[config.mk]
export PLATFORM = sky130hd
export DESIGN_NAME = pec_mul_stage
export DESIGN_NICKNAME = d
export VERILOG_FILES = /design/src/design/pec_pkg.sv /design/src/design/pec_mul_stage.sv
export SDC_FILE = /design/constraint.sdc
export NUM_CORES = 2
export LEC_CHECK = 0
export ABC_AREA = 1
export BUFFER_PORTS_ARGS = -buffer_cell sky130_fd_sc_hd__buf_4
export CAP_MARGIN = 10
export CORE_MARGIN = 1
export CORE_UTILIZATION = 40
export DETAILED_ROUTE_END_ITERATION = 7
export GPL_TIMING_DRIVEN = 0
export SYNTH_ARGS = -nofsm -noshare
export SYNTH_HDL_FRONTEND = slang
export SYNTH_SLANG_ARGS = --single-unit
[constraint.sdc]
create_clock -name clock -period 19.3 [get_ports clock]
set_clock_uncertainty 0.1 [all_clocks]
set_input_delay 2.895 -clock clock [delete_from_list [all_inputs] [get_ports clock]]
set_output_delay 2.895 -clock clock [all_outputs]
set_load 0.05 [all_outputs]
[src/design/pec_pkg.sv]
// Shared types, constants and the fixed-point product for the easing curve block.
package pec_pkg;

   // Field widths of the channels and registers.
   localparam int PROG_W      = 17;
   localparam int OUT_W       = 19;
   localparam int POINT_W     = 18;
   localparam int CURVE_W     = 5;
   localparam int CSR_INDEX_W = 3;
   localparam int CSR_DATA_W  = 18;

   // Fixed-point format and datapath sizing.
   // Every intermediate value of every curve stays below 2^25 in magnitude for any
   // 17-bit progress, so a 26-bit signed word holds it without loss.
   localparam int FRAC_BITS  = 16;
   localparam int VAL_W      = 26;
   localparam int SUM_W      = VAL_W + 4;
   localparam int LANES      = 4;
   localparam int MUL_STAGES = 4;

   typedef logic signed [VAL_W-1:0]   value_type;
   typedef logic signed [POINT_W-1:0] point_type;

   // Common fixed-point values.
   localparam int ONE_FX   = 1 << FRAC_BITS;
   localparam int HALF_FX  = ONE_FX / 2;
   localparam int TWO_FX   = 2 * ONE_FX;
   localparam int THREE_FX = 3 * ONE_FX;

   // Band edges and centers of the bounce and rubber curves, rounded to nearest.
   localparam int BAND_TOP_EDGE     = (2 * 9 * ONE_FX + 10) / 20;
   localparam int BAND_UPPER_EDGE   = (2 * 3 * ONE_FX + 4) / 8;
   localparam int BAND_TOP_CENTER   = (2 * 19 * ONE_FX + 20) / 40;
   localparam int BAND_UPPER_CENTER = (2 * 33 * ONE_FX + 40) / 80;
   localparam int BAND_MID_CENTER   = (2 * 5 * ONE_FX + 8) / 16;

   // Band offsets and gains.
   localparam int BOUNCE_TOP_OFFSET   = (2 * 1 * ONE_FX + 20) / 40;
   localparam int BOUNCE_UPPER_OFFSET = (2 * 9 * ONE_FX + 100) / 200;
   localparam int BOUNCE_MID_OFFSET   = (2 * 3 * ONE_FX + 16) / 32;
   localparam int RUBBER_TOP_OFFSET   = (2 * 1 * ONE_FX + 20) / 40;
   localparam int RUBBER_UPPER_OFFSET = (2 * 81 * ONE_FX + 800) / 1600;
   localparam int RUBBER_MID_OFFSET   = (2 * 7 * ONE_FX + 32) / 64;
   localparam int BOUNCE_TOP_GAIN     = 20;
   localparam int BOUNCE_UPPER_GAIN   = 16;
   localparam int BOUNCE_MID_GAIN     = 12;
   localparam int RUBBER_TOP_GAIN     = 20;
   localparam int RUBBER_UPPER_GAIN   = 18;
   localparam int RUBBER_MID_GAIN     = 14;

   // Gains of the in-out curves on their halves, and of the Bezier middle terms.
   localparam int QUAD_HALF_GAIN  = 2;
   localparam int QUAD_LIN_GAIN   = 4;
   localparam int CUBIC_HALF_GAIN = 4;
   localparam int QUART_HALF_GAIN = 8;
   localparam int QUINT_HALF_GAIN = 16;
   localparam int BEZIER_GAIN     = 3;

   // Output saturation limits.
   localparam int OUT_MAX = (1 << (OUT_W - 1)) - 1;
   localparam int OUT_MIN = -(1 << (OUT_W - 1));

   // Curve selector codes.
   localparam logic [CURVE_W-1:0] CURVE_LINEAR      = CURVE_W'(0);
   localparam logic [CURVE_W-1:0] CURVE_EASY        = CURVE_W'(1);
   localparam logic [CURVE_W-1:0] CURVE_EASY_SLOW   = CURVE_W'(2);
   localparam logic [CURVE_W-1:0] CURVE_DROP        = CURVE_W'(3);
   localparam logic [CURVE_W-1:0] CURVE_DROP_SLOW   = CURVE_W'(4);
   localparam logic [CURVE_W-1:0] CURVE_BOUNCE      = CURVE_W'(5);
   localparam logic [CURVE_W-1:0] CURVE_RUBBER      = CURVE_W'(6);
   localparam logic [CURVE_W-1:0] CURVE_QUAD_IN     = CURVE_W'(7);
   localparam logic [CURVE_W-1:0] CURVE_QUAD_OUT    = CURVE_W'(8);
   localparam logic [CURVE_W-1:0] CURVE_QUAD_INOUT  = CURVE_W'(9);
   localparam logic [CURVE_W-1:0] CURVE_CUBIC_IN    = CURVE_W'(10);
   localparam logic [CURVE_W-1:0] CURVE_CUBIC_OUT   = CURVE_W'(11);
   localparam logic [CURVE_W-1:0] CURVE_CUBIC_INOUT = CURVE_W'(12);
   localparam logic [CURVE_W-1:0] CURVE_QUART_IN    = CURVE_W'(13);
   localparam logic [CURVE_W-1:0] CURVE_QUART_OUT   = CURVE_W'(14);
   localparam logic [CURVE_W-1:0] CURVE_QUART_INOUT = CURVE_W'(15);
   localparam logic [CURVE_W-1:0] CURVE_QUINT_IN    = CURVE_W'(16);
   localparam logic [CURVE_W-1:0] CURVE_QUINT_OUT   = CURVE_W'(17);
   localparam logic [CURVE_W-1:0] CURVE_QUINT_INOUT = CURVE_W'(18);
   localparam logic [CURVE_W-1:0] CURVE_BEZIER      = CURVE_W'(19);

   // Configuration register indexes.
   localparam logic [CSR_INDEX_W-1:0] CSR_CURVE_SELECT = CSR_INDEX_W'(0);
   localparam logic [CSR_INDEX_W-1:0] CSR_POINT_ZERO   = CSR_INDEX_W'(1);
   localparam logic [CSR_INDEX_W-1:0] CSR_POINT_ONE    = CSR_INDEX_W'(2);
   localparam logic [CSR_INDEX_W-1:0] CSR_POINT_TWO    = CSR_INDEX_W'(3);
   localparam logic [CSR_INDEX_W-1:0] CSR_POINT_THREE  = CSR_INDEX_W'(4);

   // Progress band of the bounce and rubber curves.
   typedef enum logic [1:0] {
      BAND_LOW,
      BAND_MID,
      BAND_UPPER,
      BAND_TOP
   } band_type;

   // Control that travels with each beat down the pipeline.
   typedef struct packed {
      logic               valid;
      logic [CURVE_W-1:0] curve;
      logic               half;
      band_type           band;
      logic [PROG_W-1:0]  progress;
   } ctl_type;

   // Fixed-point product, truncated toward minus infinity.
   function automatic value_type fx_mul(input value_type a, input value_type b);
      logic signed [2*VAL_W-1:0] prod;
      logic signed [2*VAL_W-1:0] shifted;
      prod    = a * b;
      shifted = prod >>> FRAC_BITS;
      return shifted[VAL_W-1:0];
   endfunction

endpackage

[src/design/pec_mul_stage.sv]
// One multiplier stage: four product lanes with per-curve operand routing.
module pec_mul_stage #(
   parameter int STAGE = 1
) (
   input  logic                 clock,
   input  logic                 reset,
   input  pec_pkg::ctl_type     up_ctl,
   input  pec_pkg::value_type   up_x,
   input  pec_pkg::value_type   up_y,
   input  pec_pkg::value_type   up_lane [pec_pkg::LANES],
   input  pec_pkg::point_type   point [pec_pkg::LANES],
   output pec_pkg::ctl_type     dn_ctl,
   output pec_pkg::value_type   dn_x,
   output pec_pkg::value_type   dn_y,
   output pec_pkg::value_type   dn_lane [pec_pkg::LANES]
);
   import pec_pkg::*;

   ctl_type   ctl_ff;
   value_type x_ff;
   value_type y_ff;
   value_type a_op [LANES];
   value_type b_op [LANES];
   value_type lane_in [LANES];
   value_type lane_ff [LANES];

   // Operand routing. A lane that has nothing to do multiplies by one, which passes
   // its value through unchanged.
   always_comb begin
      for (int i = 0; i < LANES; i++) begin
         a_op[i] = up_lane[i];
         b_op[i] = VAL_W'(ONE_FX);
      end
      case (up_ctl.curve)
         CURVE_EASY: begin
            if (STAGE == 1) begin
               b_op[0] = up_x;
            end else if (STAGE == 2) begin
               b_op[0] = up_y;
            end
         end
         CURVE_EASY_SLOW: begin
            // First pass of the easy curve, then the same curve on its result.
            if (STAGE == 1) begin
               b_op[0] = up_x;
            end else if (STAGE == 2) begin
               b_op[0] = up_y;
            end else if (STAGE == 3) begin
               b_op[0] = up_lane[0];
               a_op[1] = up_lane[0];
            end else if (STAGE == 4) begin
               b_op[0] = VAL_W'(THREE_FX) - (up_lane[1] <<< 1);
            end
         end
         CURVE_DROP, CURVE_BOUNCE, CURVE_RUBBER, CURVE_QUAD_IN, CURVE_QUAD_INOUT: begin
            if (STAGE == 1) begin
               b_op[0] = up_x;
            end
         end
         CURVE_QUAD_OUT: begin
            if (STAGE == 1) begin
               b_op[0] = up_y;
            end
         end
         CURVE_CUBIC_IN, CURVE_CUBIC_OUT, CURVE_CUBIC_INOUT: begin
            if (STAGE <= 2) begin
               b_op[0] = up_x;
            end
         end
         CURVE_QUART_IN, CURVE_QUART_INOUT: begin
            if (STAGE <= 3) begin
               b_op[0] = up_x;
            end
         end
         CURVE_QUART_OUT: begin
            if (STAGE <= 2) begin
               b_op[0] = up_x;
            end else if (STAGE == 3) begin
               b_op[0] = up_y;
            end
         end
         CURVE_DROP_SLOW, CURVE_QUINT_IN, CURVE_QUINT_OUT, CURVE_QUINT_INOUT: begin
            b_op[0] = up_x;
         end
         CURVE_BEZIER: begin
            // Lane 0 and 1 start as (1-p) and p; then the four basis products, then
            // each basis term times its control value.
            if (STAGE == 1) begin
               b_op[0] = up_x;
               b_op[1] = up_y;
            end else if (STAGE == 2) begin
               b_op[0] = up_x;
               a_op[1] = up_lane[0];
               b_op[1] = up_y;
               a_op[2] = up_lane[1];
               b_op[2] = up_x;
               a_op[3] = up_lane[1];
               b_op[3] = up_y;
            end else if (STAGE == 3) begin
               for (int i = 0; i < LANES; i++) begin
                  b_op[i] = VAL_W'(point[i]);
               end
            end
         end
         default: begin
         end
      endcase
   end

   // Products of all lanes.
   always_comb begin
      for (int i = 0; i < LANES; i++) begin
         lane_in[i] = fx_mul(a_op[i], b_op[i]);
      end
   end

   always_ff @(posedge clock) begin
      x_ff <= up_x;
      y_ff <= up_y;
      for (int i = 0; i < LANES; i++) begin
         lane_ff[i] <= lane_in[i];
      end
      if (reset) begin
         ctl_ff <= '0;
      end else begin
         ctl_ff <= up_ctl;
      end
   end

   assign dn_ctl  = ctl_ff;
   assign dn_x    = x_ff;
   assign dn_y    = y_ff;
   assign dn_lane = lane_ff;

endmodule

# [After elaboration in Yosys (flattened, before gate mapping)]
# Cells that the tools add are included.
[totals] regBits=182 out_inout_bits=182
[op_classes] multipliers=2 eq_ne=19 muxes=2 n_reduce_logical=1
[ops] operator="26-bit by 26-bit multiplier with 42-bit output" count=2
[ops] operator="26-bit one-hot mux with 2 select lines" count=1
[ops] operator="5-bit by 4-bit == test with 1-bit output (second input constant)" count=8
[ops] operator="26-bit 2-to-1 mux" count=1
[ops] operator="5-bit by 3-bit == test with 1-bit output (second input constant)" count=4
[ops] operator="5-bit == test (second input constant)" count=4
[ops] operator="18-bit OR reduction" count=1
[ops] operator="5-bit by 2-bit == test with 1-bit output (second input constant)" count=2
[ops] operator="5-bit by 1-bit == test with 1-bit output (second input constant)" count=1

# [Longest topological paths before layout]
[logic_depth] ltp_word=4 mapped_depth=37

# [Worst setup path after synthesis]
# No wires, ideal clock.
[synth_path] kind="input to register" from="in up_ctl[22] (netlist bit)" to="reg lane_ff (netlist bit dn_lane[77])" setup_ps=113 arrival_time_ps=9313 required_ps=19087 path_slack_ps=9773 stages=30 path_buffers=3 cell_sequence="nor2_4 nand2_1 nor2_2 buf_6 clkbuf_1 nand2_1 inv_1 clkbuf_1 nand2_1 fa_1 inv_1 fa_1 fa_1 fa_1 fa_1 inv_1 fa_1 inv_1 fa_1 ha_1 nand2_1 nor2_1 inv_1 nor3_1 a21oi_1 o21ai_0 nand4_1 nand3_1 nand3b_1 nand2_1"
[synth_rtl] item="from (decl)" line="pec_mul_stage.sv:7" text="input pec_pkg::ctl_type up_ctl,"
[synth_rtl] item="to (signal, indexed assignment)" line="pec_mul_stage.sv:121" text="lane_ff[i] <= lane_in[i];"
[synth_rtl] item="to (decl)" line="pec_mul_stage.sv:25" text="value_type lane_ff [LANES];"

==> impl_summary.log <==
INFO  metric run_status = complete, no violations
INFO  metric drt_iter0_markers = 3120
INFO  metric irDropWorstVdd = 0.5421 mV
INFO  metric async_set_or_reset_register_ratio_after_synthesis = 0%
INFO  metric fp.dieW = 339.6 µm
INFO  metric final_total_negative_setup_slack = 0 ps
INFO  metric cp_slowest_stage_delay = 780 ps
INFO  metric top_usage_layer = met2
INFO  metric grt_first_pass_wirelength = 237.9 mm
INFO  metric dr.pass1.iters = 6
INFO  metric first_global_vias = 37720
INFO  metric hp-class = input pin to register
INFO  metric finalSetupViolations = 0
INFO  metric yosysSeqAreaShare = 7.994%
INFO  metric clock_tree.root_cell = clkbuf_16
INFO  metric grt-ovfl-total = 0
INFO  metric use_met3 = 7.140%
INFO  metric die_h = 339.6 µm
INFO  metric synth-warning-count = 0
INFO  metric multi_input_comb_area = 35730 µm²
INFO  metric met1_layer_usage_reported_by_global_route = 39.35%
INFO  metric synth_seq_cells = 182
INFO  metric cts_made_buffers = 17
INFO  metric grt_use_met2 = 41.78%
INFO  metric n_fill_cell = 11340
INFO  metric crit_family = adder cells
INFO  metric syn-cell-area = 45580 µm²
INFO  metric setup.worst_path.class = input pin to register
INFO  metric drt-total-wl = 158.9 mm
INFO  metric groute.usage.overall = 28.35%
INFO  metric post-route-drc-count = 0
INFO  metric timing.final.crit_share = 64.24%
INFO  metric postCtsSetupBuffers = 0
INFO  metric drtAntennaViolNets = 0
INFO  metric critPathMostFrequentCell = fa_1
INFO  metric clk_transition_reported_paths = 90 ps
INFO  metric synth_area_per_cell = 8.552 µm²
INFO  metric synth_cell_types = 48
INFO  metric tightest_slew = 1358 ps
INFO  metric cts_max_level = 4
INFO  metric maximum_number_of_pins_on_one_net_before_global_route_repair = 24
INFO  metric avgViaCountPerCell = 5.082
INFO  metric endpoint_kind = register
INFO  metric ctsResizeCount = 0
INFO  metric final-max-slew-violation-count = 0
INFO  metric timing.critical_path.from_type = input pin
INFO  metric holdBufCountCts = 0
INFO  metric place_inst = 7155
INFO  metric worstPathMaxFanout = 10
INFO  metric floorplan.io_pins = 438
INFO  metric clock_tree.buffer_depth = 2
INFO  metric layout_commonest_cell = inv_1
INFO  metric timing.max_cap.violations = 0
INFO  metric max_slew_margin = 8.861%
INFO  metric finalNonFillerCells = 7194
INFO  metric post_route_cells_drive_above_1_share = 7.016%
INFO  metric design.die.area = 115300 µm²
INFO  metric crit_buf_inv = 9
INFO  metric row_count = 123
INFO  metric rd_place_congestion = 0.9892
INFO  metric final_cell_mix = 1416 x inv_1, 1178 x fa_1, 1070 x nand2_1, 578 x nor2_1, 326 x buf_4
INFO  metric synthesis.instances = 5329
INFO  metric antenna_found_initial = 13
INFO  metric hpwl = 139.2 mm
INFO  metric hold_viol_final = 0
INFO  metric max_clock_freq = 80.66 MHz
INFO  metric syn_nets = 7025
INFO  metric final_nets = 7370
INFO  metric routedWlPerCell = 22.08 µm
INFO  metric area_inside_the_core_boundary = 112700 µm²
INFO  metric power.density_cell_area = 189.0 nW/µm²
INFO  metric setup_repair_after_global_routing_missed_its_margin = no
INFO  metric cts_tree = built
INFO  metric via_count = 36560
INFO  metric finalWorstPathRequiredPeriod = 12400 ps
INFO  metric io_buffer_count = 326
INFO  metric cellLeakagePower = 25.63 nW
INFO  metric area_delta_synth_final = 10.94%
INFO  metric crit_arrival = 12800 ps
INFO  metric initial_utilization = 40.46%
INFO  metric post_synth_edffs = 0
INFO  metric clkSinkCount = 182
INFO  metric synth_ff_type = dfxtp_1
INFO  metric sequential_cell_area = 3643 µm²
INFO  metric crit_path_top_delay_cell = a21oi_1
INFO  metric crit_required = 19700 ps
==> worst paths after layout <==
kind / cells past startpoint / slack (ps) / endpoint / startpoint
worst min-delay path: 1 / 2320 / dn_lane[4]$_DFF_P_ / up_lane[4]
worst max-delay path: 32 / 6900 / dn_lane[77]$_DFF_P_ / up_ctl[22]
==> area by class of cell <==
| type | instances | area share, % |
|---|---|---|
| Clock inverter | 15 | 0.4355 |
| Clock buffer | 17 | 0.8413 |
| Antenna cell | 7 | 0.03464 |
| Inverter | 1445 | 10.73 |
| Tap cell | 1500 | 3.712 |
| Multi-Input combinational cell | 3504 | 70.66 |
| Timing Repair Buffer | 326 | 4.840 |
| Sequential cell | 182 | 7.206 |
| Buffer | 198 | 1.537 |
==> power by group <==
group          switching (W)  internal [W]  leakage [nW]
registers          0.0000181      0.000551          1.53
clock network       0.000225      0.000182         0.310
logic                0.00567       0.00291          23.8
==> cell usage after synthesis (3+ instances only) <==
| library cell | number | share of area (%) |
|---|---|---|
| o21bai_1 | 3 | 0.049 |
| fa_1 | 1178 | 52 |
| a31oi_1 | 10 | 0.14 |
| dfxtp_1 | 182 | 8.0 |
| a21oi_1 | 107 | 1.2 |
| inv_1 | 1416 | 12 |
| o21a_1 | 12 | 0.20 |
| inv_2 | 5 | 0.041 |
| nand2_2 | 11 | 0.15 |
| o21ai_2 | 3 | 0.058 |
| nand3_1 | 49 | 0.54 |
| o21ai_0 | 46 | 0.51 |
| nand2_1 | 1070 | 8.8 |
| nor2_2 | 5 | 0.069 |
| o31ai_1 | 3 | 0.049 |
| o21ai_1 | 12 | 0.13 |
| clkinv_1 | 23 | 0.19 |
| buf_1 | 15 | 0.12 |
| nor2_1 | 578 | 4.8 |
| buf_6 | 4 | 0.099 |
| o221ai_1 | 3 | 0.058 |
| ha_1 | 262 | 7.2 |
| buf_2 | 3 | 0.033 |
| nor3_1 | 15 | 0.16 |
| xor2_1 | 51 | 0.98 |
| nor4_1 | 5 | 0.069 |
| nand3b_1 | 6 | 0.099 |
| a21o_1 | 4 | 0.066 |
| a211oi_1 | 4 | 0.066 |
| clkbuf_1 | 176 | 1.4 |
| xnor2_1 | 32 | 0.61 |
| nand4_1 | 14 | 0.19 |
==> cell families (layout without fill, tap and decap cells) <==
group	Yosys count	after routing	share of synthesized area [%]
other	0	7	0
buffers and inverters	1643	2001	13.61
flip-flops	182	182	7.994
AO/OA/AOI/OAI	217	217	2.671
AND/OR/NAND/NOR	1762	1762	15.11
adder cells (fa/ha/maj)	1440	1440	58.94
XOR/XNOR	85	85	1.680
==> state kept, by name, summed over array words and instances, names as in the netlist <==
register and cells:
dn_lane 104, dn_ctl 26, dn_x 26, dn_y 26
==> routing by layer <==
layer	wire length, µm	vias up
met5	111	-
met2	68530	1787
li1	-	15750
met4	7754	16
met3	16620	313
met1	65850	18690
==> metrics by stage <==
stage	util (%)	setup slack [ps]	hold WS [ps]	area [µm²]	total power, W
6_report	44.88	6902	2325	50560	0.009555
5_1_grt	44.87	6751	2285	50550	0.01059
4_1_cts	44.87	7256	2253	50550	0.009512
3_5_place_dp	44.30	6647	2900	49900	0.009025
3_3_place_gp	44.30	6700	2899	49900	0.009016
2_1_floorplan	-	9773	2823	45580	0.006365
No activity file was read; power rests on OpenSTA's default activity.
