===== config.mk =====
export PLATFORM = sky130hd
export DESIGN_NAME = pec_prep
export DESIGN_NICKNAME = d
export VERILOG_FILES = /design/src/design/pec_pkg.sv /design/src/design/pec_prep.sv
export SDC_FILE = /design/constraint.sdc
export NUM_CORES = 1
export LEC_CHECK = 0
export ABC_AREA = 0
export BUFFER_PORTS_ARGS = -buffer_cell sky130_fd_sc_hd__buf_4
export CAP_MARGIN = 20
export CORE_MARGIN = 4
export CORE_UTILIZATION = 50
export DETAILED_ROUTE_END_ITERATION = 8
export GPL_ROUTABILITY_DRIVEN = 1
export PLACE_DENSITY_LB_ADDON = 0.12
export SETUP_SLACK_MARGIN = 0.05
export SYNTH_ARGS = -nofsm -noshare
export SYNTH_HDL_FRONTEND = slang
export SYNTH_SLANG_ARGS = --single-unit

===== constraint.sdc =====
create_clock -name clock -period 6 [get_ports clock]
set_input_delay 0.9 -clock clock [delete_from_list [all_inputs] [get_ports clock]]
set_output_delay 0.9 -clock clock [all_outputs]
set_load 0.05 [all_outputs]

===== src/design/pec_pkg.sv =====
// Shared types, constants and the fixed-point product for the easing curve block.
package pec_pkg;

   // Field widths of the channels and registers.
   localparam int PROG_W      = 17;
   localparam int OUT_W       = 19;
   localparam int POINT_W     = 18;
   localparam int CURVE_W     = 5;
   localparam int CSR_INDEX_W = 3;
   localparam int CSR_DATA_W  = 18;

   // Fixed-point format and datapath sizing.
   // Every intermediate value of every curve stays below 2^25 in magnitude for any
   // 17-bit progress, so a 26-bit signed word holds it without loss.
   localparam int FRAC_BITS  = 16;
   localparam int VAL_W      = 26;
   localparam int SUM_W      = VAL_W + 4;
   localparam int LANES      = 4;
   localparam int MUL_STAGES = 4;

   typedef logic signed [VAL_W-1:0]   value_type;
   typedef logic signed [POINT_W-1:0] point_type;

   // Common fixed-point values.
   localparam int ONE_FX   = 1 << FRAC_BITS;
   localparam int HALF_FX  = ONE_FX / 2;
   localparam int TWO_FX   = 2 * ONE_FX;
   localparam int THREE_FX = 3 * ONE_FX;

   // Band edges and centers of the bounce and rubber curves, rounded to nearest.
   localparam int BAND_TOP_EDGE     = (2 * 9 * ONE_FX + 10) / 20;
   localparam int BAND_UPPER_EDGE   = (2 * 3 * ONE_FX + 4) / 8;
   localparam int BAND_TOP_CENTER   = (2 * 19 * ONE_FX + 20) / 40;
   localparam int BAND_UPPER_CENTER = (2 * 33 * ONE_FX + 40) / 80;
   localparam int BAND_MID_CENTER   = (2 * 5 * ONE_FX + 8) / 16;

   // Band offsets and gains.
   localparam int BOUNCE_TOP_OFFSET   = (2 * 1 * ONE_FX + 20) / 40;
   localparam int BOUNCE_UPPER_OFFSET = (2 * 9 * ONE_FX + 100) / 200;
   localparam int BOUNCE_MID_OFFSET   = (2 * 3 * ONE_FX + 16) / 32;
   localparam int RUBBER_TOP_OFFSET   = (2 * 1 * ONE_FX + 20) / 40;
   localparam int RUBBER_UPPER_OFFSET = (2 * 81 * ONE_FX + 800) / 1600;
   localparam int RUBBER_MID_OFFSET   = (2 * 7 * ONE_FX + 32) / 64;
   localparam int BOUNCE_TOP_GAIN     = 20;
   localparam int BOUNCE_UPPER_GAIN   = 16;
   localparam int BOUNCE_MID_GAIN     = 12;
   localparam int RUBBER_TOP_GAIN     = 20;
   localparam int RUBBER_UPPER_GAIN   = 18;
   localparam int RUBBER_MID_GAIN     = 14;

   // Gains of the in-out curves on their halves, and of the Bezier middle terms.
   localparam int QUAD_HALF_GAIN  = 2;
   localparam int QUAD_LIN_GAIN   = 4;
   localparam int CUBIC_HALF_GAIN = 4;
   localparam int QUART_HALF_GAIN = 8;
   localparam int QUINT_HALF_GAIN = 16;
   localparam int BEZIER_GAIN     = 3;

   // Output saturation limits.
   localparam int OUT_MAX = (1 << (OUT_W - 1)) - 1;
   localparam int OUT_MIN = -(1 << (OUT_W - 1));

   // Curve selector codes.
   localparam logic [CURVE_W-1:0] CURVE_LINEAR      = CURVE_W'(0);
   localparam logic [CURVE_W-1:0] CURVE_EASY        = CURVE_W'(1);
   localparam logic [CURVE_W-1:0] CURVE_EASY_SLOW   = CURVE_W'(2);
   localparam logic [CURVE_W-1:0] CURVE_DROP        = CURVE_W'(3);
   localparam logic [CURVE_W-1:0] CURVE_DROP_SLOW   = CURVE_W'(4);
   localparam logic [CURVE_W-1:0] CURVE_BOUNCE      = CURVE_W'(5);
   localparam logic [CURVE_W-1:0] CURVE_RUBBER      = CURVE_W'(6);
   localparam logic [CURVE_W-1:0] CURVE_QUAD_IN     = CURVE_W'(7);
   localparam logic [CURVE_W-1:0] CURVE_QUAD_OUT    = CURVE_W'(8);
   localparam logic [CURVE_W-1:0] CURVE_QUAD_INOUT  = CURVE_W'(9);
   localparam logic [CURVE_W-1:0] CURVE_CUBIC_IN    = CURVE_W'(10);
   localparam logic [CURVE_W-1:0] CURVE_CUBIC_OUT   = CURVE_W'(11);
   localparam logic [CURVE_W-1:0] CURVE_CUBIC_INOUT = CURVE_W'(12);
   localparam logic [CURVE_W-1:0] CURVE_QUART_IN    = CURVE_W'(13);
   localparam logic [CURVE_W-1:0] CURVE_QUART_OUT   = CURVE_W'(14);
   localparam logic [CURVE_W-1:0] CURVE_QUART_INOUT = CURVE_W'(15);
   localparam logic [CURVE_W-1:0] CURVE_QUINT_IN    = CURVE_W'(16);
   localparam logic [CURVE_W-1:0] CURVE_QUINT_OUT   = CURVE_W'(17);
   localparam logic [CURVE_W-1:0] CURVE_QUINT_INOUT = CURVE_W'(18);
   localparam logic [CURVE_W-1:0] CURVE_BEZIER      = CURVE_W'(19);

   // Configuration register indexes.
   localparam logic [CSR_INDEX_W-1:0] CSR_CURVE_SELECT = CSR_INDEX_W'(0);
   localparam logic [CSR_INDEX_W-1:0] CSR_POINT_ZERO   = CSR_INDEX_W'(1);
   localparam logic [CSR_INDEX_W-1:0] CSR_POINT_ONE    = CSR_INDEX_W'(2);
   localparam logic [CSR_INDEX_W-1:0] CSR_POINT_TWO    = CSR_INDEX_W'(3);
   localparam logic [CSR_INDEX_W-1:0] CSR_POINT_THREE  = CSR_INDEX_W'(4);

   // Progress band of the bounce and rubber curves.
   typedef enum logic [1:0] {
      BAND_LOW,
      BAND_MID,
      BAND_UPPER,
      BAND_TOP
   } band_type;

   // Control that travels with each beat down the pipeline.
   typedef struct packed {
      logic               valid;
      logic [CURVE_W-1:0] curve;
      logic               half;
      band_type           band;
      logic [PROG_W-1:0]  progress;
   } ctl_type;

   // Fixed-point product, truncated toward minus infinity.
   function automatic value_type fx_mul(input value_type a, input value_type b);
      logic signed [2*VAL_W-1:0] prod;
      logic signed [2*VAL_W-1:0] shifted;
      prod    = a * b;
      shifted = prod >>> FRAC_BITS;
      return shifted[VAL_W-1:0];
   endfunction

endpackage


===== src/design/pec_prep.sv =====
// Input stage: band decode and per-curve operand preparation.
module pec_prep (
   input  logic                          clock,
   input  logic                          reset,
   input  logic                          in_valid,
   input  logic [pec_pkg::PROG_W-1:0]    progress,
   input  logic [pec_pkg::CURVE_W-1:0]   curve,
   output pec_pkg::ctl_type              dn_ctl,
   output pec_pkg::value_type            dn_x,
   output pec_pkg::value_type            dn_y
);
   import pec_pkg::*;

   ctl_type   ctl_in;
   ctl_type   ctl_ff;
   value_type x_in;
   value_type x_ff;
   value_type y_in;
   value_type y_ff;
   value_type p_val;
   value_type band_d;
   band_type  band;
   logic      half;

   assign p_val = {{(VAL_W - PROG_W){1'b0}}, progress};
   assign half  = p_val < VAL_W'(HALF_FX);

   // Pick the band and the offset from its center for bounce and rubber (2p when low).
   always_comb begin
      if (p_val > VAL_W'(BAND_TOP_EDGE)) begin
         band   = BAND_TOP;
         band_d = p_val - VAL_W'(BAND_TOP_CENTER);
      end else if (p_val > VAL_W'(BAND_UPPER_EDGE)) begin
         band   = BAND_UPPER;
         band_d = p_val - VAL_W'(BAND_UPPER_CENTER);
      end else if (p_val > VAL_W'(HALF_FX)) begin
         band   = BAND_MID;
         band_d = p_val - VAL_W'(BAND_MID_CENTER);
      end else begin
         band   = BAND_LOW;
         band_d = p_val <<< 1;
      end
   end

   // The base x is what gets raised to a power; y is the second factor some curves need.
   always_comb begin
      case (curve)
         CURVE_BOUNCE, CURVE_RUBBER: begin
            x_in = band_d;
         end
         CURVE_CUBIC_OUT, CURVE_QUART_OUT, CURVE_QUINT_OUT: begin
            x_in = p_val - VAL_W'(ONE_FX);
         end
         CURVE_QUART_INOUT: begin
            x_in = half ? p_val : p_val - VAL_W'(ONE_FX);
         end
         CURVE_CUBIC_INOUT, CURVE_QUINT_INOUT: begin
            x_in = half ? p_val : (p_val <<< 1) - VAL_W'(TWO_FX);
         end
         CURVE_BEZIER: begin
            x_in = VAL_W'(ONE_FX) - p_val;
         end
         default: begin
            x_in = p_val;
         end
      endcase

      case (curve)
         CURVE_EASY, CURVE_EASY_SLOW: begin
            y_in = VAL_W'(THREE_FX) - (p_val <<< 1);
         end
         CURVE_QUAD_OUT: begin
            y_in = VAL_W'(TWO_FX) - p_val;
         end
         CURVE_QUART_OUT: begin
            y_in = VAL_W'(ONE_FX) - p_val;
         end
         CURVE_BEZIER: begin
            y_in = p_val;
         end
         default: begin
            y_in = VAL_W'(ONE_FX);
         end
      endcase
   end

   // Control for the beat.
   always_comb begin
      ctl_in.valid    = in_valid;
      ctl_in.curve    = curve;
      ctl_in.half     = half;
      ctl_in.band     = band;
      ctl_in.progress = progress;
   end

   always_ff @(posedge clock) begin
      x_ff <= x_in;
      y_ff <= y_in;
      if (reset) begin
         ctl_ff <= '0;
      end else begin
         ctl_ff <= ctl_in;
      end
   end

   assign dn_ctl = ctl_ff;
   assign dn_x   = x_ff;
   assign dn_y   = y_ff;

endmodule


### After elaboration in Yosys (flattened, before gate mapping)

Index checks and enable logic that the tools add are counted.

* bits in registers: 78
* bits in latches: 0
* bits in writable memories: 0
* memory bits (read-only): 0
* bits of input ports: 25
* output and inout bits: 78
* word-level logic and storage cells: 45
* memories: 0

* add/subtract/negate cells: 8
* multiply operators: 0
* div/mod/pow operators: 0
* order comparisons: 4
* equal/unequal tests: 12
* shift-type cells: 0
* multiplexer cells: 10
* bitwise logic cells: 0
* reductions and logical operators: 4

Operators by type and width (number)
* 2-to-1 mux 26 bit: 5
* case mux 26 bit (5 select lines): 1
* case mux 26 bit (4 select lines): 1
* subtractor 17 x 16 -> 18 bit, second input constant: 3
* > comparator 17 x 16 -> 1 bit, second input constant: 3
* equality test 5 x 4 -> 1 bit, second input constant: 5
* subtractor 18 x 17 -> 19 bit, first input constant: 1
* subtractor 18 x 18 -> 19 bit, first input constant: 1
* subtractor 18 x 18 -> 19 bit, second input constant: 1
* subtractor 17 x 17 -> 18 bit, first input constant: 1
* subtractor 17 x 17 -> 18 bit, second input constant: 1
* less-than comparator 17 x 16 -> 1 bit, second input constant: 1
* equality test 5 bit, second input constant: 3
* equality test 5 x 3 -> 1 bit, second input constant: 2
* OR reduction 2 bit: 3
* equality test 5 x 1 -> 1 bit, second input constant: 1
* equality test 5 x 2 -> 1 bit, second input constant: 1
* 2-to-1 mux 2 bit: 2
* OR reduction 3 bit: 1
* 2-to-1 mux 1 bit: 1

### Depth between registers and ports, before layout

* depth after elaboration: 5
* mapped depth: 9
* mapped depth without buffers: 8

### Least setup slack after synthesis

No wires, ideal clock.

* kind: in2reg
* from: input port progress[13] (netlist bit)
* to: register x_ff[11] (netlist: dn_x[11])
* library setup time: 0.074 ns
* arrival time: 2.798 ns
* required time: 5.926 ns
* setup slack: 3.128 ns
* stages: 8
* path buffers: 1
* cell sequence: clkbuf_1 > clkinv_1 > ha_1 > and3_1 > a31oi_1 > nor3_2 > a31o_2 > o21ai_0

* word-level cells in the longest chain between the ends: 5
* elaborated cells between the ends (all ways): 10
* those cells by class: order compare: 4; mux: 6

Ends and longest elaborated chain
* start, declared: RTL line pec_prep.sv:6 `input logic [pec_pkg::PROG_W-1:0] progress,`
* > comparator 17 x 16 -> 1 bit: RTL line pec_prep.sv:36 `end else if (p_val > VAL_W'(HALF_FX)) begin`
* 2-to-1 mux 26 bit: RTL line pec_prep.sv:36
* 2-to-1 mux 26 bit: RTL line pec_prep.sv:33 `end else if (p_val > VAL_W'(BAND_UPPER_EDGE)) begin`
* 2-to-1 mux 26 bit: RTL line pec_prep.sv:30 `if (p_val > VAL_W'(BAND_TOP_EDGE)) begin`
* case mux 26 bit (5 select lines) *: RTL line pec_prep.sv:47 `case (curve)`
* net x_in[11]: RTL line pec_prep.sv:16 `value_type x_in;`
* end signal, assigned: RTL line pec_prep.sv:97 `x_ff <= x_in;`
* end, declared: RTL line pec_prep.sv:17 `value_type x_ff;`

The timed path passes the listed nets; every way through them passes the cells marked *.
A chain may end at the register's enable or synchronous reset.

### Worst setup path in the final report

* from: input port progress[4] (netlist bit)
* to: register x_ff[5] (netlist: dn_x[5])

* word-level cells in the longest chain between the ends: 5
* elaborated cells between the ends (all ways): 16
* those cells by class: add/sub: 6; order compare: 4; mux: 6

Ends and longest elaborated chain (RTL line)
* subtractor 17 x 16 -> 18 bit or > comparator 17 x 16 -> 1 bit (tied branches): pec_prep.sv:38, pec_prep.sv:36
* 2-to-1 mux 26 bit: pec_prep.sv:36
* 2-to-1 mux 26 bit: pec_prep.sv:33
* 2-to-1 mux 26 bit: pec_prep.sv:30
* case mux 26 bit (5 select lines) *: pec_prep.sv:47
* net x_in[5]: pec_prep.sv:16

Marked as above.

==> out/qor.txt <==
Final wirelength -> 13700 microns
Clock period minus worst slack -> 3.15 ns
Drt wl/cell -> 20.1 microns
CTS buffer count -> 9
Setup violators final -> 0
Initial antenna violation count -> 0
Die Ht -> 98.1 microns
Die footprint -> 9620 sq um
Overall power -> 1220 uW
Hold crit path type -> primary input to flip-flop
Count of flip-flops with a built-in enable after synthesis -> 0
First-pass GRT wire length -> 21500 microns
CP required -> 6.20 ns
Yosys warning count -> 0
Number of global-route vias before repair -> 4047
PortBufs -> 102
Max_cap viols -> 0
Synthesized cell area -> 4060 sq um
Largest buffer count on any clock path -> 2
Power density over the cells -> 249 nW/um^2
Root buffer cell -> clkbuf_8
Crit-path max FO -> 17
Ant diodes -> 0
Starting density of the core -> 52.0%
Upper clock frequency limit -> 317 MHz
Post-Place Worst Slack -> 2.60 ns
Arrival time worst endpoint -> 3.35 ns
Post-CTS Setup Bufs -> 0
Slew HR -> 31.5%
Worst Setup Slack, final -> 2.85 ns
Vias/cell -> 6.47
Global Route Usage Sum -> 27.3%
HPWL Detailed -> 9500 microns
GPL Wtd Cong -> 0.934
GRT Residual Overflow -> 0
RSZ-0062 raised after global routing -> no
Worst setup EP type -> flip-flop
Hold path depth -> 2
Synthesized area per cell -> 7.85 sq um
Area occupied by multi-input gates -> 2450 sq um
DRT iter0 DRCs -> 586
CTS sink cnt -> 64
Status -> completed
Util after Layout -> 62.6%
Reg clk slew, reported paths -> 0.07 ns
H-tree level count -> 3
Hold WS -> 0.765 ns
DRC viols -> 0
Setup TNS -> 0 ns
Largest net degree at the start of global routing -> 32
Netlist cell types -> 67
Least-Margin Pin Slew -> 1.02 ns
Fillers -> 714
Fin. max-slew vios -> 0
Register Area -> 1280 sq um
Placeable Area -> 7810 sq um
Ys flop type -> dfxtp_1
Maximum VDD drop -> 0.000122 V
#FFs+latches synth -> 64
Syn nets -> 549
Sequential cell area fraction in the yosys report -> 31.6%
Final hold violation count -> 0
FP Rows -> 32
Via count -> 4393
Share of post-route cells with drive strength above 1 -> 24.3%
Leak Pwr -> 0.00202 uW
CTS resizes -> 0
Drt pass-1 iters -> 6
Cts-stage hold buffer count -> 0
Final Cycle Share -> 52.5%
Critical Path Source Type -> primary input
Post-DRT Antenna Nets -> 0
TritonCTS clock tree -> done
Chip width -> 98.1 microns
Nets -> 604
Post-Syn Instances -> 517
Setup Crit Path Kind -> primary input to flip-flop
Ys async rst share -> 0%
Synth-to-layout area growth -> 20.4%
Io pins -> 103
[layout by cell type, fill, tap and decap left out, drive strengths merged, types with 6 or more instances in the layout]
cell type,Yosys,routed
xor2,7,7
xnor2,13,13
and3,7,7
clkbuf,31,10
nor3,22,22
a31oi,12,12
nand2,44,44
nor2,42,42
buf,28,103
o21ai,38,38
inv,11,12
nand3,19,19
nor2b,18,18
a21oi,24,24
o211ai,15,15
o221ai,7,7
a22oi,7,7
a211o,6,6
or2,6,6
dfxtp,64,64
nand4,7,7
a222oi,8,8
ha,7,7
[cell type report]
class                      instances  area share, %
clock buffer                      10           2.82
inverter                          12          0.922
tap                              102           2.61
sequential                        64           26.2
multi-input combinational        382           50.2
timing repair buffer             103           15.8
clock inverter                     6           1.38
[registers in the layout, indices dropped and copies added (netlist names)]
| signal | count |
|---|---|
| dn_y | 19 |
| dn_ctl | 26 |
| dn_x | 19 |
[critical path: stages]
cell and delay, ns:
buf_4 0.19, nor4_2 0.45, and4b_1 0.50, a31oi_1 0.35, nor3_2 0.58, o21a_1 0.23, o221ai_1 0.14
[final timing paths]
path | endpoint | startpoint | slack [ns]
worst max-delay path | dn_x[5] | progress[4] | 2.85
worst min-delay path | dn_ctl[25] | in_valid | 0.76
[cell usage after synthesis, types with 2 or more instances]
cell type / count / share of area, %
a211oi_1: 4 / 0.74
o22ai_1: 4 / 0.62
nor4_1: 3 / 0.46
clkbuf_1: 31 / 2.9
nand2_1: 44 / 4.1
buf_4: 14 / 2.6
nand2b_1: 5 / 0.77
dfxtp_1: 64 / 32
a21o_1: 2 / 0.37
or3_1: 3 / 0.46
xnor2_1: 13 / 2.8
and3_1: 7 / 1.1
o21a_1: 4 / 0.74
a221o_1: 5 / 1.2
nor3b_1: 2 / 0.37
a22o_1: 3 / 0.65
nor2_1: 42 / 3.9
a2bb2oi_1: 2 / 0.43
buf_1: 3 / 0.28
nor3_2: 3 / 0.74
a221oi_1: 5 / 1.1
inv_1: 11 / 1.0
a31oi_1: 11 / 1.7
o221ai_1: 7 / 1.5
nor4_2: 2 / 0.62
nor2b_1: 18 / 2.8
a32oi_1: 2 / 0.43
o21bai_1: 2 / 0.37
xor2_1: 7 / 1.5
o211ai_1: 15 / 2.8
a211o_1: 6 / 1.3
o211a_1: 2 / 0.49
nand4_1: 7 / 1.1
or2_2: 6 / 0.93
a21oi_1: 24 / 3.0
a222oi_1: 8 / 2.0
nand3_1: 19 / 2.3
nor3_1: 19 / 2.3
ha_1: 7 / 2.2
and2_1: 2 / 0.31
o21ai_0: 38 / 4.7
a22oi_1: 7 / 1.3
buf_2: 10 / 1.2
[per-layer routing]
layer / vias to the layer above / global-route usage (%) / routed length [microns]
met2: 314 / 41.2 / 5960
met5: - / 0 / 0
met1: 2045 / 38.4 / 5730
li1: 2011 / - / -
met4: 0 / 7.24 / 176
met3: 23 / 7.57 / 1800
[stage by stage]
stage | std cells | area [sq um]
final | 679 | 4890
after global routing | 679 | 4890
after CTS | 679 | 4890
after detailed placement | 663 | 4680
after global placement | 663 | 4680
after floorplan | 517 | 4060
[cell families (layout without fill, tap and decap cells)]
| family | after synthesis | in the layout | share of synthesized area [%] |
|---|---|---|---|
| and+or+nand+nor | 187 | 187 | 23.6 |
| AOI/OAI and AO/OA | 166 | 166 | 29.5 |
| buffers and inverters | 71 | 131 | 8.36 |
| DFF | 64 | 64 | 31.6 |
| xor gates and xnor gates | 20 | 20 | 4.32 |
| adders and majority gates | 7 | 7 | 2.16 |
| muxes | 2 | 2 | 0.524 |
[report_power, final]
group | internal [uW] | switching (uW)
registers | 453 | 9.77
logic | 106 | 254
clock network | 204 | 188
total | 764 | 452
(Power assumes the default switching activity.)
