### config.mk
export PLATFORM = sky130hd
export DESIGN_NAME = pec_finish
export DESIGN_NICKNAME = d
export VERILOG_FILES = /design/src/design/pec_pkg.sv /design/src/design/pec_finish.sv
export SDC_FILE = /design/constraint.sdc
export NUM_CORES = 1
export LEC_CHECK = 0
export BUFFER_PORTS_ARGS = -buffer_cell sky130_fd_sc_hd__buf_2
export CORE_UTILIZATION = 35
export CTS_CLUSTER_DIAMETER = 200
export DETAILED_ROUTE_END_ITERATION = 10
export HOLD_SLACK_MARGIN = 0.08
export MAX_ROUTING_LAYER = met4
export PLACE_DENSITY = 0.59
export SLEW_MARGIN = 20
export SYNTH_ARGS = -nofsm -noshare
export SYNTH_HDL_FRONTEND = slang
export SYNTH_SLANG_ARGS = --single-unit
### constraint.sdc
create_clock -name clock -period 21.9 [get_ports clock]
set_clock_uncertainty 0.1 [all_clocks]
set_input_delay 4.38 -clock clock [delete_from_list [all_inputs] [get_ports clock]]
set_output_delay 4.38 -clock clock [all_outputs]
set_load 0.03 [all_outputs]
### src/design/pec_pkg.sv
// Shared types, constants and the fixed-point product for the easing curve block.
package pec_pkg;

   // Field widths of the channels and registers.
   localparam int PROG_W      = 17;
   localparam int OUT_W       = 19;
   localparam int POINT_W     = 18;
   localparam int CURVE_W     = 5;
   localparam int CSR_INDEX_W = 3;
   localparam int CSR_DATA_W  = 18;

   // Fixed-point format and datapath sizing.
   // Every intermediate value of every curve stays below 2^25 in magnitude for any
   // 17-bit progress, so a 26-bit signed word holds it without loss.
   localparam int FRAC_BITS  = 16;
   localparam int VAL_W      = 26;
   localparam int SUM_W      = VAL_W + 4;
   localparam int LANES      = 4;
   localparam int MUL_STAGES = 4;

   typedef logic signed [VAL_W-1:0]   value_type;
   typedef logic signed [POINT_W-1:0] point_type;

   // Common fixed-point values.
   localparam int ONE_FX   = 1 << FRAC_BITS;
   localparam int HALF_FX  = ONE_FX / 2;
   localparam int TWO_FX   = 2 * ONE_FX;
   localparam int THREE_FX = 3 * ONE_FX;

   // Band edges and centers of the bounce and rubber curves, rounded to nearest.
   localparam int BAND_TOP_EDGE     = (2 * 9 * ONE_FX + 10) / 20;
   localparam int BAND_UPPER_EDGE   = (2 * 3 * ONE_FX + 4) / 8;
   localparam int BAND_TOP_CENTER   = (2 * 19 * ONE_FX + 20) / 40;
   localparam int BAND_UPPER_CENTER = (2 * 33 * ONE_FX + 40) / 80;
   localparam int BAND_MID_CENTER   = (2 * 5 * ONE_FX + 8) / 16;

   // Band offsets and gains.
   localparam int BOUNCE_TOP_OFFSET   = (2 * 1 * ONE_FX + 20) / 40;
   localparam int BOUNCE_UPPER_OFFSET = (2 * 9 * ONE_FX + 100) / 200;
   localparam int BOUNCE_MID_OFFSET   = (2 * 3 * ONE_FX + 16) / 32;
   localparam int RUBBER_TOP_OFFSET   = (2 * 1 * ONE_FX + 20) / 40;
   localparam int RUBBER_UPPER_OFFSET = (2 * 81 * ONE_FX + 800) / 1600;
   localparam int RUBBER_MID_OFFSET   = (2 * 7 * ONE_FX + 32) / 64;
   localparam int BOUNCE_TOP_GAIN     = 20;
   localparam int BOUNCE_UPPER_GAIN   = 16;
   localparam int BOUNCE_MID_GAIN     = 12;
   localparam int RUBBER_TOP_GAIN     = 20;
   localparam int RUBBER_UPPER_GAIN   = 18;
   localparam int RUBBER_MID_GAIN     = 14;

   // Gains of the in-out curves on their halves, and of the Bezier middle terms.
   localparam int QUAD_HALF_GAIN  = 2;
   localparam int QUAD_LIN_GAIN   = 4;
   localparam int CUBIC_HALF_GAIN = 4;
   localparam int QUART_HALF_GAIN = 8;
   localparam int QUINT_HALF_GAIN = 16;
   localparam int BEZIER_GAIN     = 3;

   // Output saturation limits.
   localparam int OUT_MAX = (1 << (OUT_W - 1)) - 1;
   localparam int OUT_MIN = -(1 << (OUT_W - 1));

   // Curve selector codes.
   localparam logic [CURVE_W-1:0] CURVE_LINEAR      = CURVE_W'(0);
   localparam logic [CURVE_W-1:0] CURVE_EASY        = CURVE_W'(1);
   localparam logic [CURVE_W-1:0] CURVE_EASY_SLOW   = CURVE_W'(2);
   localparam logic [CURVE_W-1:0] CURVE_DROP        = CURVE_W'(3);
   localparam logic [CURVE_W-1:0] CURVE_DROP_SLOW   = CURVE_W'(4);
   localparam logic [CURVE_W-1:0] CURVE_BOUNCE      = CURVE_W'(5);
   localparam logic [CURVE_W-1:0] CURVE_RUBBER      = CURVE_W'(6);
   localparam logic [CURVE_W-1:0] CURVE_QUAD_IN     = CURVE_W'(7);
   localparam logic [CURVE_W-1:0] CURVE_QUAD_OUT    = CURVE_W'(8);
   localparam logic [CURVE_W-1:0] CURVE_QUAD_INOUT  = CURVE_W'(9);
   localparam logic [CURVE_W-1:0] CURVE_CUBIC_IN    = CURVE_W'(10);
   localparam logic [CURVE_W-1:0] CURVE_CUBIC_OUT   = CURVE_W'(11);
   localparam logic [CURVE_W-1:0] CURVE_CUBIC_INOUT = CURVE_W'(12);
   localparam logic [CURVE_W-1:0] CURVE_QUART_IN    = CURVE_W'(13);
   localparam logic [CURVE_W-1:0] CURVE_QUART_OUT   = CURVE_W'(14);
   localparam logic [CURVE_W-1:0] CURVE_QUART_INOUT = CURVE_W'(15);
   localparam logic [CURVE_W-1:0] CURVE_QUINT_IN    = CURVE_W'(16);
   localparam logic [CURVE_W-1:0] CURVE_QUINT_OUT   = CURVE_W'(17);
   localparam logic [CURVE_W-1:0] CURVE_QUINT_INOUT = CURVE_W'(18);
   localparam logic [CURVE_W-1:0] CURVE_BEZIER      = CURVE_W'(19);

   // Configuration register indexes.
   localparam logic [CSR_INDEX_W-1:0] CSR_CURVE_SELECT = CSR_INDEX_W'(0);
   localparam logic [CSR_INDEX_W-1:0] CSR_POINT_ZERO   = CSR_INDEX_W'(1);
   localparam logic [CSR_INDEX_W-1:0] CSR_POINT_ONE    = CSR_INDEX_W'(2);
   localparam logic [CSR_INDEX_W-1:0] CSR_POINT_TWO    = CSR_INDEX_W'(3);
   localparam logic [CSR_INDEX_W-1:0] CSR_POINT_THREE  = CSR_INDEX_W'(4);

   // Progress band of the bounce and rubber curves.
   typedef enum logic [1:0] {
      BAND_LOW,
      BAND_MID,
      BAND_UPPER,
      BAND_TOP
   } band_type;

   // Control that travels with each beat down the pipeline.
   typedef struct packed {
      logic               valid;
      logic [CURVE_W-1:0] curve;
      logic               half;
      band_type           band;
      logic [PROG_W-1:0]  progress;
   } ctl_type;

   // Fixed-point product, truncated toward minus infinity.
   function automatic value_type fx_mul(input value_type a, input value_type b);
      logic signed [2*VAL_W-1:0] prod;
      logic signed [2*VAL_W-1:0] shifted;
      prod    = a * b;
      shifted = prod >>> FRAC_BITS;
      return shifted[VAL_W-1:0];
   endfunction

endpackage

### src/design/pec_finish.sv
// Output stage: per-curve final sum, saturation and the result register.
module pec_finish (
   input  logic                        clock,
   input  logic                        reset,
   input  pec_pkg::ctl_type            up_ctl,
   input  pec_pkg::value_type          up_lane [pec_pkg::LANES],
   output logic                        rsp_valid,
   output logic signed [pec_pkg::OUT_W-1:0] rsp_eased_value,
   output logic                        rsp_clipped
);
   import pec_pkg::*;

   typedef logic signed [SUM_W-1:0] sum_type;

   sum_type r0;
   sum_type r1;
   sum_type r2;
   sum_type r3;
   sum_type p_sum;
   sum_type one_s;
   sum_type sum;
   logic                    valid_ff;
   logic signed [OUT_W-1:0] value_in;
   logic signed [OUT_W-1:0] value_ff;
   logic                    clip_in;
   logic                    clip_ff;

   assign r0    = SUM_W'(up_lane[0]);
   assign r1    = SUM_W'(up_lane[1]);
   assign r2    = SUM_W'(up_lane[2]);
   assign r3    = SUM_W'(up_lane[3]);
   assign p_sum = {{(SUM_W - PROG_W){1'b0}}, up_ctl.progress};
   assign one_s = SUM_W'(ONE_FX);

   // Combine the lane products into the curve value.
   always_comb begin
      case (up_ctl.curve)
         CURVE_EASY, CURVE_EASY_SLOW, CURVE_DROP, CURVE_DROP_SLOW, CURVE_QUAD_IN,
         CURVE_QUAD_OUT, CURVE_CUBIC_IN, CURVE_QUART_IN, CURVE_QUINT_IN: begin
            sum = r0;
         end
         CURVE_BOUNCE: begin
            case (up_ctl.band)
               BAND_TOP: begin
                  sum = one_s + r0 * SUM_W'(BOUNCE_TOP_GAIN) - SUM_W'(BOUNCE_TOP_OFFSET);
               end
               BAND_UPPER: begin
                  sum = one_s + r0 * SUM_W'(BOUNCE_UPPER_GAIN)
                      - SUM_W'(BOUNCE_UPPER_OFFSET);
               end
               BAND_MID: begin
                  sum = one_s + r0 * SUM_W'(BOUNCE_MID_GAIN) - SUM_W'(BOUNCE_MID_OFFSET);
               end
               default: begin
                  sum = r0;
               end
            endcase
         end
         CURVE_RUBBER: begin
            case (up_ctl.band)
               BAND_TOP: begin
                  sum = one_s - r0 * SUM_W'(RUBBER_TOP_GAIN) + SUM_W'(RUBBER_TOP_OFFSET);
               end
               BAND_UPPER: begin
                  sum = one_s + r0 * SUM_W'(RUBBER_UPPER_GAIN)
                      - SUM_W'(RUBBER_UPPER_OFFSET);
               end
               BAND_MID: begin
                  sum = one_s - r0 * SUM_W'(RUBBER_MID_GAIN) + SUM_W'(RUBBER_MID_OFFSET);
               end
               default: begin
                  sum = r0;
               end
            endcase
         end
         CURVE_QUAD_INOUT: begin
            if (up_ctl.half) begin
               sum = r0 * SUM_W'(QUAD_HALF_GAIN);
            end else begin
               sum = p_sum * SUM_W'(QUAD_LIN_GAIN) - r0 * SUM_W'(QUAD_HALF_GAIN) - one_s;
            end
         end
         CURVE_CUBIC_OUT, CURVE_QUART_OUT, CURVE_QUINT_OUT: begin
            sum = r0 + one_s;
         end
         CURVE_CUBIC_INOUT: begin
            sum = up_ctl.half ? r0 * SUM_W'(CUBIC_HALF_GAIN) : (r0 >>> 1) + one_s;
         end
         CURVE_QUART_INOUT: begin
            sum = up_ctl.half ? r0 * SUM_W'(QUART_HALF_GAIN)
                              : one_s - r0 * SUM_W'(QUART_HALF_GAIN);
         end
         CURVE_QUINT_INOUT: begin
            sum = up_ctl.half ? r0 * SUM_W'(QUINT_HALF_GAIN) : (r0 >>> 1) + one_s;
         end
         CURVE_BEZIER: begin
            sum = r0 + (r1 + r2) * SUM_W'(BEZIER_GAIN) + r3;
         end
         default: begin
            sum = p_sum;
         end
      endcase
   end

   // Saturate to the output range and flag it.
   always_comb begin
      if (sum > SUM_W'(OUT_MAX)) begin
         value_in = OUT_W'(OUT_MAX);
         clip_in  = 1'b1;
      end else if (sum < SUM_W'(OUT_MIN)) begin
         value_in = OUT_W'(OUT_MIN);
         clip_in  = 1'b1;
      end else begin
         value_in = sum[OUT_W-1:0];
         clip_in  = 1'b0;
      end
   end

   always_ff @(posedge clock) begin
      if (reset) begin
         valid_ff <= 1'b0;
      end else begin
         valid_ff <= up_ctl.valid;
      end
   end

   always_ff @(posedge clock) begin
      value_ff <= value_in;
      clip_ff  <= clip_in;
   end

   assign rsp_valid       = valid_ff;
   assign rsp_eased_value = value_ff;
   assign rsp_clipped     = clip_ff;

endmodule

== Yosys cells after proc, flatten, opt, wreduce, memory -nomap -nowiden ==
Index checks and enable logic that the tools add are counted.

* Register bits after elaboration: 21
* Bits of input ports: 132
* Output and inout port bits: 21
* Logic and storage cells: 63

* Add/sub/neg operators: 20
* Multipliers: 5
* Order comparisons: 2
* Eq/ne operators: 22
* Mux-type cells: 9
* Reduce and logical (&&, ||, !) cells: 2

{| class="wikitable"
|+ Operators by type and width
! cell !! number
|-
| $pmux W30 S9 || 1
|-
| $pmux W30 S3 || 2
|-
| $add A18 B30 Y30 const A || 4
|-
| $mux W30 || 4
|-
| $sub A18 B30 Y30 const A || 2
|-
| $sub A30 B14 Y30 const B || 2
|-
| $eq A5 B4 Y1 const B || 8
|-
| $add A26 B30 Y30 || 1
|-
| $add A30 B13 Y30 const B || 1
|-
| $add A30 B15 Y30 const B || 1
|-
| $add A30 B26 Y30 || 1
|-
| $gt A30 B19 Y1 const B || 1
|-
| $lt A30 B19 Y1 const B || 1
|-
| $mul A27 B3 Y30 const B || 1
|-
| $sub A18 B29 Y30 const A || 1
|-
| $sub A30 B13 Y30 const B || 1
|-
| $sub A30 B15 Y30 const B || 1
|-
| $mul A26 B4 Y29 const B || 1
|-
| $mul A26 B5 Y29 const B || 1
|-
| $sub A28 B18 Y29 const B || 1
|-
| $mul A26 B3 Y28 const B || 1
|-
| $mul A26 B4 Y28 const B || 1
|-
| $sub A20 B27 Y28 || 1
|-
| $add A26 B18 Y27 const B || 1
|-
| other kinds (12) || 20
|}

== Longest topological paths before layout ==
* Depth after elaboration: 7
* Gate-level depth with buffers: 35

== Worst setup path after synthesis ==
Ideal clock, no wire load.

* Path kind: input-to-reg
* From: input up_lane[26] (netlist name)
* To: register value_ff[1] (netlist: rsp_eased_value[1])
* Arrival: 11,839 ps
* Data required time: 21,663 ps
* Path slack: 9,824 ps
* Cell stages on the path: 32
* Cells stage by stage: ha_1 fa_1 a21o_1 a21oi_1 o21bai_1 a21oi_1 o21bai_1 a211o_1 a31oi_1 o21ai_0 o41ai_1 xnor2_1 ha_1 fa_1 inv_1 fa_1 inv_1 ha_1 a21o_1 a2111oi_0 a21oi_1 a221oi_1 o21bai_1 a21oi_1 xor2_1 o22ai_1 or4b_1 nor4_1 nand4_1 o31ai_4 buf_8 a31oi_4

* Word-level cells in the longest chain between the ends: 7
* Elaborated cells between the ends (all ways): 8
* Classes of those cells: add/sub: 3; mul: 1; order compare: 2; mux: 2

{| class="wikitable"
|+ Ends and longest elaborated chain
! item !! RTL line !! RTL
|-
| start: declaration || pec_finish.sv:6 || <nowiki>input pec_pkg::value_type up_lane [pec_pkg::LANES],</nowiki>
|-
| $add A26 B26 Y27 * || pec_finish.sv:97 || <nowiki>sum = r0 + (r1 + r2) * SUM_W'(BEZIER_GAIN) + r3;</nowiki>
|-
| $mul A27 B3 Y30 * || pec_finish.sv:97 ||
|-
| $add A26 B30 Y30 * || pec_finish.sv:97 ||
|-
| $add A30 B26 Y30 * || pec_finish.sv:97 ||
|-
| $pmux W30 S9 * || pec_finish.sv:37 || <nowiki>case (up_ctl.curve)</nowiki>
|-
| $lt A30 B19 Y1 || pec_finish.sv:110 || <nowiki>end else if (sum < SUM_W'(OUT_MIN)) begin</nowiki>
|-
| $mux W19 || pec_finish.sv:110 ||
|-
| end signal: assignment || pec_finish.sv:128 || <nowiki>value_ff <= value_in;</nowiki>
|-
| end: declaration || pec_finish.sv:24 || <nowiki>logic signed [OUT_W-1:0] value_ff;</nowiki>
|}

Every way passes the cells marked *; elsewhere a longest branch is shown, timed or not.
A chain may end at the register's enable or synchronous reset.

== Worst setup path in the final report ==
* From: input up_lane[26] (netlist name)
* To: register value_ff[14] (netlist: rsp_eased_value[14])

The elaborated chain is that of the path after synthesis.

==> impl_metrics.json <==
{
  "outcome": "completed",
  "die-area_mm2": 0.0617,
  "stdcell_area_mm2": 0.0228,
  "drt_pass1_iterations": 7,
  "powerDensity_mw_per_mm2": 79.1,
  "synth.most_common_cell": "ha_1",
  "synth_seq_cells": 21,
  "cts_sinks": 21,
  "seq_area_frac_synth": 0.0198,
  "vias": 22200,
  "rows": 89,
  "grt_setup_unrepaired": "no",
  "dp_hpwl_mm": 61.2,
  "synth_top_area_cell": "ha_1",
  "setup.worst_path.class": "in2reg",
  "wirelength_mm": 75.5,
  "synth_top_area_frac": 0.197,
  "grt_use_total": 0.244,
  "tns_ns": 0,
  "synth_area_leaders": "ha_1 (20%), fa_1 (7.7%), xnor2_1 (7.7%), a21oi_1 (5.1%), inv_1 (4.9%)",
  "grt_max_degree": 55,
  "fp.dieH_um": 248,
  "clk_pin_slew_ns": 0.08,
  "hold_path.class": "in2reg",
  "yosys_warnings": 0,
  "p_leak_nw": 10.1,
  "grt_use_met3": 0.0251,
  "ys_top_cells_by_count": "ha_1 (335), inv_1 (275), a21oi_1 (216)",
  "nets": 3494,
  "fmax_mhz": 75.6,
  "synth_edf_count": 0,
  "drtIter0Drc": 2002,
  "synthFlopType": "dfxtp_1",
  "grt_pass1_vias": 21200,
  "cts_root_buf": "clkbuf_16",
  "die_w_um": 248,
  "critPathArrivalTime_ns": 13.28,
  "max-slew-margin-rel": 0.252,
  "synthesis.nets": 3436,
  "drv_slew": 0,
  "drc": 0,
  "syn2layout_area_growth_pct": 7.24,
  "gr-usage-met1": 0.325,
  "period_needed_ns": 13.23,
  "fin_crit_sh": 0.604,
  "busiest_layer": "met2",
  "initial_utilization": 0.357,
  "syn_inst": 2887,
  "cts_tree": "built",
  "dpl_cell_area_mm2": 0.0227,
  "postCtsSetupBuffers": 0,
  "holdBufCountCts": 0,
  "cts_buffers": 3,
  "antenna_left": 0,
  "hold_viol_final": 0,
  "setup_viol": 0,
  "grt_pass1_wl_mm": 118,
  "core-area_mm2": 0.0596,
  "crit_top_cell": "a21oi_1",
  "post_drt_wl_per_cell_um": 20.3,
  "layout-drive-gt1-share": 0.0927,
  "io_buffers": 152,
  "grt_overflow": 0,
  "post_synth.cell_area_avg_um2": 7.37,
  "clock_tree.buffer_depth": 2,
  "critPathMaxStageDelay_ns": 0.69,
  "cp_max_fo": 18,
  "cp-end-kind": "flop",
  "gp_congestion": 0.992,
  "critPathLaunchType": "input pin",
  "htreeDepth": 1,
  "grtUsageMet2": 0.391,
  "critPathRequiredTime_ns": 21.95,
  "yosysUniqueCellTypes": 121,
  "async_flop_share": 0,
  "antenna_found_initial": 1,
  "drv_cap": 0,
  "vias_per_cell": 5.97,
  "ir_drop_v": 0.0000533,
  "worstMarginPinSlew_ns": 1.12,
  "ios": 153,
  "cts_resized": 0,
  "cpMaxStageDelayCell": "o41ai_1",
  "synth_area_mm2": 0.0213
}
==> worst max-delay path, delay by kind of cell <==
family                     cells  cell delay, ns
and+or+nand+nor                3            1.10
adders and majority gates      6            2.33
buffers and inverters          4            0.56
xor gates and xnor gates       2            0.57
AOI/OAI and AO/OA             18            4.30
==> stage by stage <==
stage | hold WS [ns] | util | cells | total power (W) | worst slack, ns
CTS | 4.13 | 0.383 | 3717 | 0.00178 | 8.70
floorplan | 4.35 | - | 2887 | 0.00132 | 9.82
global route | 4.16 | 0.383 | 3718 | 0.00199 | 8.02
finish | 4.14 | 0.383 | 3718 | 0.00180 | 8.67
detailed placement | 4.44 | 0.381 | 3713 | 0.00172 | 8.43
global placement | 4.43 | 0.381 | 3713 | 0.00172 | 8.49
==> area by class of cell <==
cell class	count	area (um^2)
Fill cell	6380	36800
Multi-Input combinational cell	2462	19300
Inverter	280	1050
Tap cell	773	967
Timing Repair Buffer	177	948
Sequential cell	21	420
Clock buffer	3	75.1
Clock inverter	1	7.51
Antenna cell	1	2.50
==> cells in the final DEF, fill, tap and decap left out, types with 15 or more instances in the layout <==
cell type,n
o211ai_1,62
a21o_1,53
a211o_1,21
nand3_1,62
a31oi_1,39
dfxtp_1,21
fa_1,82
mux2i_1,22
nand2_1,193
a221oi_1,40
a21oi_1,216
nor3_1,63
o21ai_0,146
xor2_1,81
and3_1,32
o21a_1,30
a22oi_1,20
buf_4,25
nand4_1,28
o221ai_1,17
nor2b_1,30
inv_1,275
xnor2_1,186
o21bai_1,15
or2_2,20
o22ai_1,22
nand2b_1,43
or3_1,29
buf_2,152
nor4_1,23
nor2_1,195
a211oi_1,38
and2_1,24
ha_1,335
==> state kept, by name (all words and copies together), names as in the netlist <==
| register | cells |
|---|---|
| rsp_clipped | 1 |
| rsp_valid | 1 |
| rsp_eased_value | 19 |
==> where the power goes <==
group | total, W | internal (W) | switching (W)
logic | 0.00170 | 0.000661 | 0.00104
registers | 0.0000532 | 0.0000485 | 0.00000475
clock network | 0.0000480 | 0.0000251 | 0.0000230
total | 0.00180 | 0.000735 | 0.00107
==> per-layer routing <==
metal	up-vias	share of wire
met5	-	0
met4	0	0.026
met3	135	0.076
met2	850	0.44
met1	10500	0.45
li1	10700	-
==> worst paths after layout <==
kind,from,end,slack [ns],depth (start not counted)
setup / recovery,up_lane[26],rsp_eased_value[14],8.67,33
hold / removal,reset,rsp_valid,4.14,2
==> cells by family after synthesis <==
kind of cell               Yosys count  share of synthesized area
AOI/OAI and AO/OA                  916                      0.302
xor gates and xnor gates           269                      0.111
adders and majority gates          417                      0.274
buffers and inverters              404                     0.0721
DFF                                 21                     0.0198
muxes                               30                     0.0183
and+or+nand+nor                    830                      0.202
No activity file was read; power rests on OpenSTA's default activity.
